**src/hw/rtl/fmr_pkg.sv**
```systemverilog
// Shared types and constants for the frame min/max rescaler.
package fmr_pkg;

    localparam int unsigned FRAME_PIXELS_DEF = 4096;
    localparam int unsigned CMD_DEPTH        = 2;
    localparam int unsigned SAMPLE_W         = 32;
    localparam int unsigned PIXEL_W          = 16;
    localparam int unsigned PROD_W           = SAMPLE_W + PIXEL_W;

    localparam logic [PIXEL_W-1:0] PIX_SCALE = 16'hFFFF;
    localparam logic [PIXEL_W-1:0] PIX_FLAT  = 16'h8000;
    localparam logic [PIXEL_W-1:0] PIX_ZERO  = 16'h0000;

    localparam logic ACT_LOAD  = 1'b0;
    localparam logic ACT_FETCH = 1'b1;

    typedef enum logic [1:0] {
        STATUS_OK       = 2'd0,
        STATUS_NO_VALID = 2'd1,
        STATUS_EMPTY    = 2'd2,
        STATUS_OVERFLOW = 2'd3
    } status_t;

    typedef struct packed {
        logic                       action;
        logic signed [SAMPLE_W-1:0] sample_value;
        logic                       sample_is_nan;
        logic                       last_sample;
    } in_item_t;

    typedef struct packed {
        logic [PIXEL_W-1:0] pixel_value;
        logic               last_pixel;
        status_t            status;
    } out_item_t;

    // One queued fetch: either a finished pixel or a division to run.
    typedef struct packed {
        logic                div_en;
        logic [PIXEL_W-1:0]  pixel;
        logic                last;
        status_t             status;
        logic [SAMPLE_W-1:0] diff;
        logic [SAMPLE_W-1:0] range;
    } cmd_t;

endpackage

```
**src/hw/rtl/fmr_back.sv**
```systemverilog
// Back part: scaling multiply, radix-2 divider and result register.
module fmr_back (
    input  logic               aclk,
    input  logic               aresetn,
    input  logic               cmd_empty,
    input  fmr_pkg::cmd_t      cmd_data,
    output logic               cmd_pop,
    output logic               m_valid,
    input  logic               m_ready,
    output fmr_pkg::out_item_t m_item
);
    import fmr_pkg::*;

    localparam int unsigned STEP_W = $clog2(PIXEL_W);

    typedef enum logic [3:0] {
        B_IDLE = 4'b0001,
        B_MUL  = 4'b0010,
        B_DIV  = 4'b0100,
        B_OUT  = 4'b1000
    } bstate_t;

    bstate_t state_reg, state_next;

    logic [SAMPLE_W-1:0] diff_reg;
    logic [SAMPLE_W-1:0] range_reg;
    logic [SAMPLE_W-1:0] rem_reg;
    logic [PIXEL_W-1:0]  quo_reg;
    logic [STEP_W-1:0]   step_reg;
    out_item_t           out_reg;

    logic [PROD_W-1:0]   prod;
    logic [SAMPLE_W:0]   trial;
    logic [SAMPLE_W:0]   trial_sub;
    logic                ge;
    logic [SAMPLE_W-1:0] rem_step;
    logic [PIXEL_W-1:0]  quo_step;

    assign cmd_pop = (state_reg == B_IDLE) && !cmd_empty;
    assign m_valid = (state_reg == B_OUT);
    assign m_item  = out_reg;

    // diff * 65535 stays below range * 2^16, so the quotient fits 16 bits.
    assign prod = PROD_W'(diff_reg) * PROD_W'(PIX_SCALE);

    assign trial     = {rem_reg, quo_reg[PIXEL_W-1]};
    assign trial_sub = trial - {1'b0, range_reg};
    assign ge        = (trial >= {1'b0, range_reg});
    assign rem_step  = ge ? trial_sub[SAMPLE_W-1:0] : trial[SAMPLE_W-1:0];
    assign quo_step  = {quo_reg[PIXEL_W-2:0], ge};

    always_comb begin
        state_next = state_reg;
        case (state_reg)
            B_IDLE: begin
                if (!cmd_empty) begin
                    state_next = cmd_data.div_en ? B_MUL : B_OUT;
                end
            end
            B_MUL: begin
                state_next = B_DIV;
            end
            B_DIV: begin
                if (step_reg == STEP_W'(PIXEL_W - 1)) begin
                    state_next = B_OUT;
                end
            end
            B_OUT: begin
                if (m_ready) begin
                    state_next = B_IDLE;
                end
            end
            default: begin
                state_next = B_IDLE;
            end
        endcase
    end

    always_ff @(posedge aclk) begin
        if (!aresetn) begin
            state_reg <= B_IDLE;
        end else begin
            state_reg <= state_next;
        end
    end

    always_ff @(posedge aclk) begin
        case (state_reg)
            B_IDLE: begin
                if (!cmd_empty) begin
                    diff_reg           <= cmd_data.diff;
                    range_reg          <= cmd_data.range;
                    out_reg.pixel_value <= cmd_data.pixel;
                    out_reg.last_pixel  <= cmd_data.last;
                    out_reg.status      <= cmd_data.status;
                end
            end
            B_MUL: begin
                rem_reg  <= prod[PROD_W-1:PIXEL_W];
                quo_reg  <= prod[PIXEL_W-1:0];
                step_reg <= '0;
            end
            B_DIV: begin
                rem_reg  <= rem_step;
                quo_reg  <= quo_step;
                step_reg <= step_reg + 1'b1;
                if (step_reg == STEP_W'(PIXEL_W - 1)) begin
                    out_reg.pixel_value <= quo_step;
                end
            end
            default: begin
            end
        endcase
    end

    a_rem_below_range: assert property (@(posedge aclk) disable iff (!aresetn)
        (state_reg == B_DIV) |-> (rem_reg < range_reg))
        else $error("divider remainder not below range");

    a_pop_when_idle: assert property (@(posedge aclk) disable iff (!aresetn)
        cmd_pop |=> (state_reg == B_MUL || state_reg == B_OUT))
        else $error("popped command not taken up");

endmodule

```
**config.mk**
```make
export PLATFORM = sky130hd
export DESIGN_NAME = fmr_back
export DESIGN_NICKNAME = d
export VERILOG_FILES = /design/src/hw/rtl/fmr_pkg.sv /design/src/hw/rtl/fmr_back.sv
export SDC_FILE = /design/constraint.sdc
export NUM_CORES = 1
export LEC_CHECK = 0
export BUFFER_PORTS_ARGS = -buffer_cell sky130_fd_sc_hd__buf_2
export CORE_MARGIN = 3
export CORE_UTILIZATION = 43
export DETAILED_ROUTE_END_ITERATION = 16
export GPL_TIMING_DRIVEN = 0
export PLACE_DENSITY = 0.63
export REMOVE_ABC_BUFFERS = 1
export SYNTH_ARGS = -nofsm -noshare
export SYNTH_HDL_FRONTEND = slang
export SYNTH_SLANG_ARGS = --single-unit
export TNS_END_PERCENT = 10
```
**constraint.sdc**
```tcl
create_clock -name aclk -period 8.4 [get_ports aclk]
set_input_delay 0.84 -clock aclk [delete_from_list [all_inputs] [get_ports aclk]]
set_output_delay 0.84 -clock aclk [all_outputs]
set_load 0.01 [all_outputs]
```
==> flow_results.org <==
** Status
- Status :: complete, no violations

** Clock network
- TritonCTS built the clock tree.
- Setup fix buffers added after clock tree synthesis :: 0
- Maximum buffer depth of the clock tree :: 2
- CTS root buf :: sky130_fd_sc_hd__clkbuf_16
- Clock network latency to the later pin of the worst-skew pair :: 0.46 ns
- Cts repair resizes :: 0
- In this run the number of H-tree levels came out at 4.
- Clock tree synthesis found a total of 139 sinks.
- Clk slew on worst S/H paths :: 0.07 ns
- In this run, post-CTS hold repair placed 0 buffers.
- Clock tree synthesis inserted a total of 17 buffers.

** Finish
- Post-synthesis to final-layout area growth :: 9.71%
- Post-layout nets :: 2317
- In the layout the commonest cells are 425 x sky130_fd_sc_hd__inv_1, 264 x sky130_fd_sc_hd__fa_1, 146 x sky130_fd_sc_hd__ha_1.
- The repair_antennas step left the layout with diodes totalling 0.
- Counting the fill cells in the layout gives 3740.
- Fraction of final layout cells sized beyond drive strength 1 :: 9.07%
- Leaving out fill and tap cells, the most frequent cell in the layout is sky130_fd_sc_hd__inv_1.

** Global route
- The first global-routing pass estimated 68.4 mm of wire.
- Vias in the first global route :: 13.0k
- All-Layer GR Usage :: 20.0%
- Entering global routing, the biggest net connects 40 pins.
- After global routing the overflow that remains totals 0.
- The number of antenna violations at the first check in global routing was 0.

** Critical path
- Required time at the endpoint of the critical path :: 8.58 ns
- STA classifies the critical path endpoint as a flop.
- Worst-path maximum fanout :: 9
- By startpoint and endpoint, the worst setup path is classified as flop to flop.
- Element type at the critical path start :: flop
- For the worst setup path, the data arrival time is 7.29 ns.

** Routing
- Number of vias per cell after detailed routing :: 5.20
- Count of TritonRoute iterations in the first routing pass :: 6
- The first routing iteration left 651 violations.
- Detailed-route DRC error count :: 0
- The detail route stage leaves a number of antenna-violating nets equal to 0.
- Across all layers, the routed design uses 12.3k vias.
- Final Routed Wirelength :: 41.4 mm
- Routed wire per std cell :: 17.6 um

** Place
- Prior to clock tree synthesis, the placed netlist has a worst setup slack of 1.37 ns.
- RePlAce Congestion :: 0.890
- Estimated wirelength of the detail-placed design :: 35.0 mm
- During placement, the flow inserted port buffers numbering 108.

** Synth
- Post-synth EDFFs :: 135
- Proportion of netlist area held by the largest area contributor :: 30.3%
- The synthesized netlist occupies a cell area of 17400 sq um.
- Sequential fraction of the synthesis area :: 23.7%
- Dividing the synthesized area by the synthesized cell count gives 10.1 sq um.
- In the synthesized netlist the dominant register cell turns out to be sky130_fd_sc_hd__edfxtp_1.
- Top post-synthesis cells by area :: sky130_fd_sc_hd__fa_1 30%, sky130_fd_sc_hd__edfxtp_1 23%, sky130_fd_sc_hd__ha_1 10%, sky130_fd_sc_hd__inv_1 9.2%, sky130_fd_sc_hd__nand2_1 2.6%
- Synthesis inferred 139 register bits.
- Count of mapped cells out of synthesis :: 1732
- The Yosys step of the flow raised 0 warnings.
- Counting flops with an async set or reset pin after synthesis yields a share of 0%.
- Cell type with the highest aggregate area in the netlist :: sky130_fd_sc_hd__fa_1
- Counting distinct cell types in the post-synthesis netlist gives 72.

** Timing
- Worst Clk Skew :: 0.0107 ns
- For the final routed database, the setup TNS stands at 0 ns.
- Maximum clock frequency :: 141 MHz
- Setup repair after global routing left no endpoint under its margin.
- The number of hold violations in the final report was 0.
- Post-layout min period :: 7.11 ns
- Final cycle utilization of the critical path :: 84.6%
- Setup violations remaining at the end of the flow were counted as 0.
- Across all setup checks in the final design, the least slack found is 1.29 ns.
- For the pin with the worst max-slew slack, the measured transition is 1.32 ns.
- Relative slew slack :: 12.2%
- Total count of max-transition violations in the final report :: 0

** Floorplan
- In this run the count of I/O pins placed on the die edge is 109.
- Initial cell density of the core :: 43.7%
- Standard cell core area :: 39900 sq um
- Die span in y :: 207 um
- Row Count :: 73
- The die covers 43000 sq um.
- Die outline width :: 207 um

** Min path
- Worst hold path class :: flop to flop

** Job
- Count of maximum capacitance violations :: 0
-- worst max-delay path: stages, from the launching register on --
cell	delay, ns
sky130_fd_sc_hd__edfxtp_1	0.45
sky130_fd_sc_hd__inv_1	0.15
sky130_fd_sc_hd__fa_1	0.70
sky130_fd_sc_hd__inv_1	0.11
sky130_fd_sc_hd__fa_1	0.58
sky130_fd_sc_hd__fa_1	0.55
sky130_fd_sc_hd__fa_1	0.53
sky130_fd_sc_hd__fa_1	0.54
sky130_fd_sc_hd__inv_1	0.05
sky130_fd_sc_hd__fa_1	0.57
sky130_fd_sc_hd__inv_1	0.05
sky130_fd_sc_hd__ha_1	0.44
sky130_fd_sc_hd__nand2_1	0.14
sky130_fd_sc_hd__o21ai_0	0.36
sky130_fd_sc_hd__or4_1	0.19
sky130_fd_sc_hd__a41o_1	0.09
sky130_fd_sc_hd__nand2_1	0.13
sky130_fd_sc_hd__o41ai_1	0.62
sky130_fd_sc_hd__o221ai_1	0.27
sky130_fd_sc_hd__mux2i_1	0.21
sky130_fd_sc_hd__a211oi_1	0.07
-- routing by layer --
metal,up-vias,wire length [um],track usage (%)
met3,45,1870,3.72
li1,5799,-,-
met2,279,21000,34.1
met1,6136,17800,26.5
met4,0,737,4.80
met5,-,0,0
-- cells by family after synthesis --
| family | Yosys count | share of synthesized area (%) |
|---|---|---|
| AOI/OAI and AO/OA | 304 | 11.4 |
| xor gates and xnor gates | 76 | 3.82 |
| adders and majority gates | 410 | 40.8 |
| buffers and inverters | 474 | 10.4 |
| DFF | 139 | 23.7 |
| muxes | 21 | 1.21 |
| and+or+nand+nor | 308 | 8.62 |
-- cell usage after synthesis, types with 7 or more instances --
cell and count:
sky130_fd_sc_hd__o21bai_1 20, sky130_fd_sc_hd__nor2b_1 12, sky130_fd_sc_hd__mux2i_1 20, sky130_fd_sc_hd__a21o_1 43
sky130_fd_sc_hd__nor2_1 52, sky130_fd_sc_hd__and3_1 18, sky130_fd_sc_hd__a22oi_1 8, sky130_fd_sc_hd__xnor2_1 45
sky130_fd_sc_hd__a31oi_1 18, sky130_fd_sc_hd__or3_1 10, sky130_fd_sc_hd__nand2_1 119, sky130_fd_sc_hd__xor2_1 31
sky130_fd_sc_hd__o21ai_0 54, sky130_fd_sc_hd__ha_1 146, sky130_fd_sc_hd__inv_1 425, sky130_fd_sc_hd__nand2b_1 7
sky130_fd_sc_hd__edfxtp_1 135, sky130_fd_sc_hd__and2_1 8, sky130_fd_sc_hd__nand3_1 17, sky130_fd_sc_hd__or2_2 7
sky130_fd_sc_hd__o21a_1 9, sky130_fd_sc_hd__nand4_1 19, sky130_fd_sc_hd__clkbuf_1 34, sky130_fd_sc_hd__nor3_1 14
sky130_fd_sc_hd__fa_1 264, sky130_fd_sc_hd__buf_2 7, sky130_fd_sc_hd__a21oi_1 85
-- stage by stage --
stage / instances / area (sq um) / utilization, % / hold WS [ns]
CTS: 2356 / 19100 / 47.9 / 0.527
detailed placement: 2325 / 18600 / 46.5 / 0.518
global placement: 2316 / 18400 / 46.1 / 0.513
floorplan: 1683 / 17200 / - / 0.497
finish: 2356 / 19100 / 47.9 / 0.533
global route: 2356 / 19100 / 47.9 / 0.528
-- path summary, 6_finish.rpt --
check / start / endpoint / slack [ns] / cells past startpoint
worst max-delay path: diff_reg[11]$_DFFE_PP_ / rem_reg[29]$_DFFE_PP_ / 1.29 / 20
worst min-delay path: quo_reg[6]$_DFFE_PP_ / m_item[10]$_DFFE_PP_ / 0.53 / 2
worst max register to register: diff_reg[11]$_DFFE_PP_ / rem_reg[29]$_DFFE_PP_ / 1.29 / 20
worst min register to register: quo_reg[6]$_DFFE_PP_ / m_item[10]$_DFFE_PP_ / 0.53 / 2
-- area by class of cell --
cell class | instances | area [sq um] | share of cell area (%)
Tap cell | 525 | 657 | 3.44
Sequential cell | 139 | 4130 | 21.6
Multi-Input combinational cell | 1119 | 11500 | 60.2
Clock inverter | 14 | 111 | 0.583
Inverter | 425 | 1600 | 8.35
Clock buffer | 17 | 425 | 2.23
Timing Repair Buffer | 117 | 693 | 3.63
Power is left out: the tool's default activity adds up to more than one toggle a clock period on the data nets, which glitch-free logic cannot reach.
