### src/hw/rtl/fmr_pkg.sv
// Shared types and constants for the frame min/max rescaler.
package fmr_pkg;

    localparam int unsigned FRAME_PIXELS_DEF = 4096;
    localparam int unsigned CMD_DEPTH        = 2;
    localparam int unsigned SAMPLE_W         = 32;
    localparam int unsigned PIXEL_W          = 16;
    localparam int unsigned PROD_W           = SAMPLE_W + PIXEL_W;

    localparam logic [PIXEL_W-1:0] PIX_SCALE = 16'hFFFF;
    localparam logic [PIXEL_W-1:0] PIX_FLAT  = 16'h8000;
    localparam logic [PIXEL_W-1:0] PIX_ZERO  = 16'h0000;

    localparam logic ACT_LOAD  = 1'b0;
    localparam logic ACT_FETCH = 1'b1;

    typedef enum logic [1:0] {
        STATUS_OK       = 2'd0,
        STATUS_NO_VALID = 2'd1,
        STATUS_EMPTY    = 2'd2,
        STATUS_OVERFLOW = 2'd3
    } status_t;

    typedef struct packed {
        logic                       action;
        logic signed [SAMPLE_W-1:0] sample_value;
        logic                       sample_is_nan;
        logic                       last_sample;
    } in_item_t;

    typedef struct packed {
        logic [PIXEL_W-1:0] pixel_value;
        logic               last_pixel;
        status_t            status;
    } out_item_t;

    // One queued fetch: either a finished pixel or a division to run.
    typedef struct packed {
        logic                div_en;
        logic [PIXEL_W-1:0]  pixel;
        logic                last;
        status_t             status;
        logic [SAMPLE_W-1:0] diff;
        logic [SAMPLE_W-1:0] range;
    } cmd_t;

endpackage

### src/hw/rtl/fmr_cmd_fifo.sv
// Small register queue carrying fetch commands from front to back.
module fmr_cmd_fifo #(
    parameter int unsigned DEPTH = fmr_pkg::CMD_DEPTH
) (
    input  logic          aclk,
    input  logic          aresetn,
    input  logic          push,
    input  fmr_pkg::cmd_t push_data,
    output logic          full,
    input  logic          pop,
    output fmr_pkg::cmd_t pop_data,
    output logic          empty
);
    import fmr_pkg::*;

    localparam int unsigned PTR_W = (DEPTH > 1) ? $clog2(DEPTH) : 1;
    localparam int unsigned CNT_W = $clog2(DEPTH + 1);

    cmd_t             slots_reg [DEPTH];
    logic [PTR_W-1:0] wr_ptr_reg, wr_ptr_next;
    logic [PTR_W-1:0] rd_ptr_reg, rd_ptr_next;
    logic [CNT_W-1:0] count_reg, count_next;

    assign full     = (count_reg == CNT_W'(DEPTH));
    assign empty    = (count_reg == '0);
    assign pop_data = slots_reg[rd_ptr_reg];

    always_comb begin
        wr_ptr_next = wr_ptr_reg;
        rd_ptr_next = rd_ptr_reg;
        count_next  = count_reg;
        if (push) begin
            wr_ptr_next = (wr_ptr_reg == PTR_W'(DEPTH - 1)) ? '0 : wr_ptr_reg + 1'b1;
        end
        if (pop) begin
            rd_ptr_next = (rd_ptr_reg == PTR_W'(DEPTH - 1)) ? '0 : rd_ptr_reg + 1'b1;
        end
        if (push && !pop) begin
            count_next = count_reg + 1'b1;
        end else if (pop && !push) begin
            count_next = count_reg - 1'b1;
        end
    end

    always_ff @(posedge aclk) begin
        if (!aresetn) begin
            wr_ptr_reg <= '0;
            rd_ptr_reg <= '0;
            count_reg  <= '0;
        end else begin
            wr_ptr_reg <= wr_ptr_next;
            rd_ptr_reg <= rd_ptr_next;
            count_reg  <= count_next;
        end
    end

    always_ff @(posedge aclk) begin
        if (push) begin
            slots_reg[wr_ptr_reg] <= push_data;
        end
    end

    // Front and back must honor full/empty.
    a_no_overrun: assert property (@(posedge aclk) disable iff (!aresetn)
        push |-> (!full || pop))
        else $error("command queue overrun");

endmodule

### config.mk
export PLATFORM = sky130hd
export DESIGN_NAME = fmr_cmd_fifo
export DESIGN_NICKNAME = d
export VERILOG_FILES = /design/src/hw/rtl/fmr_pkg.sv /design/src/hw/rtl/fmr_cmd_fifo.sv
export SDC_FILE = /design/constraint.sdc
export NUM_CORES = 1
export LEC_CHECK = 0
export ABC_AREA = 1
export BUFFER_PORTS_ARGS = -buffer_cell sky130_fd_sc_hd__buf_2
export CORE_MARGIN = 2
export CORE_UTILIZATION = 43
export CTS_CLUSTER_SIZE = 20
export DETAILED_ROUTE_END_ITERATION = 6
export PLACE_DENSITY = 0.7
export SKIP_LAST_GASP = 1
export SYNTH_ARGS = -nofsm -noshare
export SYNTH_HDL_FRONTEND = slang
export SYNTH_SLANG_ARGS = --single-unit
### constraint.sdc
create_clock -name aclk -period 4 [get_ports aclk]
set_clock_uncertainty 0.05 [all_clocks]
set_input_delay 0.2 -clock aclk [delete_from_list [all_inputs] [get_ports aclk]]
set_output_delay 0.2 -clock aclk [all_outputs]
set_load 0.02 [all_outputs]
==> results of run 1 <==
-- tightest hold or removal path: cells and delay by family --
family | cells | cell delay (ps)
AND/OR/NAND/NOR | 2 | 140
buffers and inverters | 1 | 130
-- routing by layer --
metal | part of all wire (%) | up-vias | global-route usage, %
met5 | 0 | - | 0
met4 | 2.6 | 0 | 7.82
met3 | 6.3 | 25 | 5.78
met2 | 50 | 123 | 27.3
met1 | 41 | 1764 | 17.9
li1 | - | 1701 | -
-- Yosys cell counts, drive strengths merged --
cell,count
edfxtp,168
mux2,84
buf,9
nor2,9
inv,8
nand2,8
dfxtp,5
a21oi,1
ha,1
nand3,1
nand4,1
o21ai,1
-- report_power, final --
| group | total [W] | switching (W) | internal (W) |
|---|---|---|---|
| clock network | 0.00174 | 0.000646 | 0.00110 |
| registers | 0.00214 | 0.0000436 | 0.00210 |
| logic | 0.000515 | 0.000260 | 0.000255 |
-- final cells by class --
type                    count  area, um2
inverters                   8       31.3
fillers                  1117       5940
multi-input cells         106       1280
well taps                 188        235
flip-flops and latches    173       5150
clock inverters            13        196
repair buffers            265       1770
clock buffers              18        429
-- path summary, 6_finish.rpt --
kind                                  from                to  slack, ps  cells after the start
worst max-delay path                  flop      pop_data[82]       1400                      3
worst min-delay path                  push        wr_ptr_reg         30                      3
worst max register to register  wr_ptr_reg  slots_reg[1][83]       2320                      3
worst min register to register  rd_ptr_reg              flop        450                      2
-- kinds of logic (layout without fill, tap and decap cells) --
logic type / count (synthesis) / after routing / share of synthesized area (%)
multiplexers: 84 / 84 / 17.9
flip-flops: 173 / 173 / 78.8
buffers and inverters: 17 / 304 / 1.82
AND/OR/NAND/NOR: 19 / 19 / 1.15
AO/OA/AOI/OAI: 2 / 2 / 0.153
adder cells (fa/ha/maj): 1 / 1 / 0.192
-- metrics by stage --
stage	power, W	area [um2]
after floorplan	0.00247	6540
after global placement	0.00262	7600
after detailed placement	0.00263	7600
after CTS	0.00444	9090
after global routing	0.00455	9090
final	0.00440	9090
==> metrics.txt, run 1 <==
max cap viols=0; Final Hold Vio Count=0; Worst Path Arrival=2350 ps; Syn Nets=385; initial antenna violation count=0; DRT Pass-1 Iters=4; RSZ-0062 raised after global routing=false; final setup vio count=0; commonest cells after routing, fill and taps aside=buf_2 (173), edfxtp_1 (168), dlygate4sd3_1 (86); Final Core Density=60.5%; Critical Path Fanout Max=47; Seq/Total Area, Yosys=78.8%; global-route wire length before repair=19300 um; die width=127 um; worst-path cell chain=buf_4 -> mux2_2 -> buf_2; CTS Buf Count=17; worst-margin pin slew=879 ps; Yosys top cell area share=77.2%; WP data required=3750 ps; final wirelength=12600 um; Leakage=3.63 nW; worst hold-check path type=in2reg; DIE AREA=0.0162 mm2; clock tree root buffer cell=clkbuf_16; largest cells by area after synthesis=edfxtp_1 (77%), mux2_4 (14%), mux2_2 (4.1%); vias in the first global route=3882; Reg clk slew, reported paths=60 ps; Wirelength per Cell=16.4 um; Post-CTS Resized=0; synthesis-stage register bit count=173; Core ar.=0.0150 mm2; total track usage=16.0%; CP max stage cell=dfxtp_4; # nets final=660; Peak VDD IR=0.364 mV; critical setup path kind=reg2out; Crit path buffers/inverters=2; hpwl dp=7690 um; relative slew slack=41.4%; CTS tree=done; Cells after Synth=296; Die Span Y=127 um; final cell count without fillers=771; CTS sink count=173; min setup slack post-route=1400 ps; # diodes=0; area leader, netlist=edfxtp_1; CTS Buffer Depth=2; delay-heaviest family, CP=flip-flops; Worst path max stage delay=920 ps; vias=3613; Congestion Overflow GR=0; period utilization=65.0%; Achievable Freq=0.385 GHz; hold_ws=33.3 ps; Slew Limit Fails=0; GP Congestion=0.694; # IOs=174; DRT iter0 DRCs=157; layout cells sized above 1=50.4%; worst skew pair latency=420 ps; cell total after placement=654; # DRC=0; CTS H-tree depth=4; Starting Density=43.5%; P per Cell Area=484 mW/mm2; most common cell after layout, fill and taps aside=buf_2; Tmin final=2600 ps; synth warn=0; post-placement setup slack=1790 ps; Worst setup EP type=output pin; num rows=45; largest net degree at the start of global routing=50; Yosys cell types=14; Post-Syn Area=0.00653 mm2; Detail Route Antenna Nets=0; port bufs=173; syn avg cell area=22.1 um2; outcome=finished clean; Worst Setup Start Kind=flop; Post-CTS Repair Setup Buffers=0; Area Growth Syn to Fin=39.1%; vias per cell=4.69; Largest register FFs=168; setup tns final=0 ps; Hold Buf Count CTS=86
Power figures use the tool's default switching activity.
==> inputs of run 2 (changes only) <==
--- a/config.mk
+++ b/config.mk
@@ -5,7 +5,7 @@
 export SDC_FILE = /design/constraint.sdc
 export NUM_CORES = 1
 export LEC_CHECK = 0
-export ABC_AREA = 1
+export ABC_AREA = 0
 export BUFFER_PORTS_ARGS = -buffer_cell sky130_fd_sc_hd__buf_2
 export CORE_MARGIN = 2
 export CORE_UTILIZATION = 43
==> constraint.sdc (replaced) <==
create_clock -name aclk -period 2.3 [get_ports aclk]
set_clock_uncertainty 0.05 [all_clocks]
set_input_delay 0.115 -clock aclk [delete_from_list [all_inputs] [get_ports aclk]]
set_output_delay 0.115 -clock aclk [all_outputs]
set_load 0.02 [all_outputs]
==> run 2 against run 1 <==
Die area is 3.5% lower. Utilization is 1.3 points higher. Combinational power is 82% higher. Global-route usage hardly changed. Via count is 1.9% lower. Flip-flop and latch count stayed put. Sequential power is 73% higher. Power is 74% higher. Count of clock-buffer cells in the layout is 3 higher. Critical path depth stayed put. Register-to-register slack worse by 1500 ps. Largest cell class unchanged. Largest power group unchanged. Highest routed layer unchanged.
==> metrics.txt, run 2 <==
Die Span Y=125 um; final cell count without fillers=753; worst setup path end=pop_data[34]; gr busiest metal=met2; Worst setup EP type=output pin; relative slew slack=66.9%; Largest register FFs=168; Crit path buffers/inverters=2; Worst Path Arrival=1840 ps; final setup vio count=0; vias per cell=4.71; GP Congestion=0.702; design area=0.00890 mm2; RSZ-0062 raised after global routing=false; Hold Path Depth=3; initial antenna violation count=0; CTS Buffer Depth=2; critical setup path kind=reg2out; commonest cells in the netlist=edfxtp_1 (168), mux2_2 (84), buf_6 (7), dfxtp_1 (5), and2_1 (4); Yosys cell types=17; most common cell in the synthesized netlist=edfxtp_1; Wirelength per Cell=16.3 um; Congestion Overflow GR=0; vias=3544; Worst Setup Start Kind=flop; Starting Density=43.7%; Achievable Freq=0.500 GHz; Post-synth EDFFs=168; Detail Route Antenna Nets=0; M2 GR Usage=28.4%; Slew Limit Fails=0; GR Layer Usage met3=5.91%; Post-CTS Resized=0; Leakage=3.37 nW; combinational fraction of design power=12.2%; largest cells by area after synthesis=edfxtp_1 (80%), mux2_2 (15%), dfxtp_1 (1.6%); port bufs=173; most common cell after layout, fill and taps aside=buf_2; hpwl dp=7400 um; hold_ws=23.0 ps; Seq pwr share=48.2%; largest net degree at the start of global routing=86; commonest cells after routing, fill and taps aside=buf_2 (173), edfxtp_1 (168), dlygate4sd3_1 (85); outcome=finished clean; CP max stage cell=dfxtp_4; switch share=21.7%; Cells after Synth=283; max cap viols=0; worst hold-check path type=in2reg; Yosys top cell area share=80.1%; # DRC=0; top_reg_cell synth=edfxtp_1; synth warn=0; WP data required=2130 ps; Area Growth Syn to Fin=41.3%; CTS sink count=173; setup tns final=0 ps; area leader, netlist=edfxtp_1; sw power=0.00166 W; Critical Path Fanout Max=32; # IOs=174; Async S/R FF share, synth=0%; global-route wire length before repair=19100 um; P per Cell Area=862 mW/mm2; WP depth=3; die width=125 um; cell total after placement=636; vias in the first global route=3947; Final Hold Vio Count=0; syn avg cell area=22.3 um2; total track usage=16.0%; clock tree root buffer cell=clkbuf_16; DRT Pass-1 Iters=4; Peak VDD IR=0.599 mV; Seq/Total Area, Yosys=81.7%; synthesis-stage register bit count=173; Clock power frac=39.6%; CTS Buf Count=17; # diodes=0; Cell Area, Placed=0.00742 mm2; Worst R2R Setup Slack=820 ps; worst-path cell chain=buf_12 -> mux2_2 -> buf_2; CTS tree=done; R2R Path Start=wr_ptr_reg; # nets final=645; Syn Nets=372; num rows=44; Fill cells=1077; DIE AREA=0.0156 mm2; routing usage on met1=17.6%; layout cells sized above 1=51.7%; worst-margin pin slew=496 ps; Post-Syn Area=0.00630 mm2; Core ar.=0.0144 mm2; Cell Int Power=0.00601 W; worst skew pair latency=410 ps; period utilization=87.0%; Worst path max stage delay=590 ps; final wirelength=12200 um; CTS H-tree depth=4; DRT iter0 DRCs=159; delay-heaviest family, CP=flip-flops; Tmin final=2000 ps; worst reg2reg path depth=2; Reg clk slew, reported paths=60 ps; reg2reg end=slots_reg[1][55]
-- run 2: kinds of logic after synthesis --
family | count (synthesis) | share of synthesized area, %
xor gates and xnor gates | 3 | 0.417
adders and majority gates | 1 | 0.199
muxes | 84 | 15.0
buffers and inverters | 10 | 1.47
AOI/OAI and AO/OA | 3 | 0.318
DFF | 173 | 81.7
and+or+nand+nor | 9 | 0.894
-- run 2: cell type report --
class / count / area [um2] / share of cell area (%)
Timing Repair Buffer: 263 / 1820 / 20.4
Inverter: 1 / 3.75 / 0.0422
Clock inverter: 11 / 191 / 2.15
Sequential cell: 173 / 5150 / 57.8
Clock buffer: 21 / 440 / 4.95
Tap cell: 184 / 230 / 2.59
Multi-Input combinational cell: 100 / 1070 / 12.0
-- run 2: power by group through the flow --
| stage | registers, W | logic (W) | clock network, W |
|---|---|---|---|
| 3_5_place_dp | 0.00377 | 0.000830 | 0 |
| 2_1_floorplan | 0.00374 | 0.000544 | 0 |
| 6_report | 0.00370 | 0.000937 | 0.00304 |
| 5_1_grt | 0.00372 | 0.00100 | 0.00323 |
| 3_3_place_gp | 0.00376 | 0.000816 | 0 |
| 4_1_cts | 0.00370 | 0.000947 | 0.00310 |
-- run 2: metrics by stage --
stage | util [%] | setup slack (ps) | total power, W
final | 61.7 | 298 | 0.00767
after global routing | 61.7 | 202 | 0.00795
after CTS | 61.7 | 251 | 0.00775
after detailed placement | 51.4 | 712 | 0.00460
after global placement | 51.4 | 758 | 0.00457
after floorplan | - | 243 | 0.00428
-- run 2: metal layers --
layer	vias up	routed length [um]
met1	1741	4830
met4	0	154
li1	1665	-
met3	13	811
met2	125	6450
met5	-	0
-- run 2: worst min-delay path by stage --
stage / from / endpoint / slack [ps]
after floorplan: push_data[0] / slots_reg[0][0] / 160
after global placement: push_data[71] / slots_reg[0][71] / 250
after detailed placement: push_data[35] / slots_reg[0][35] / 260
after CTS: pop / rd_ptr_reg / 2
after global routing: pop / rd_ptr_reg / 20
final: pop / rd_ptr_reg / 20
-- run 2: repair_timing --
| action | in CTS | in global routing |
|---|---|---|
| buffers inserted | 0 | 0 |
| hold endpoints to repair | 173 | 0 |
| hold buffers | 85 | 0 |
-- run 2: worst min-delay path, stage by stage --
cell    delay [ps]
buf_2          110
xor2_1          70
and2_1         140
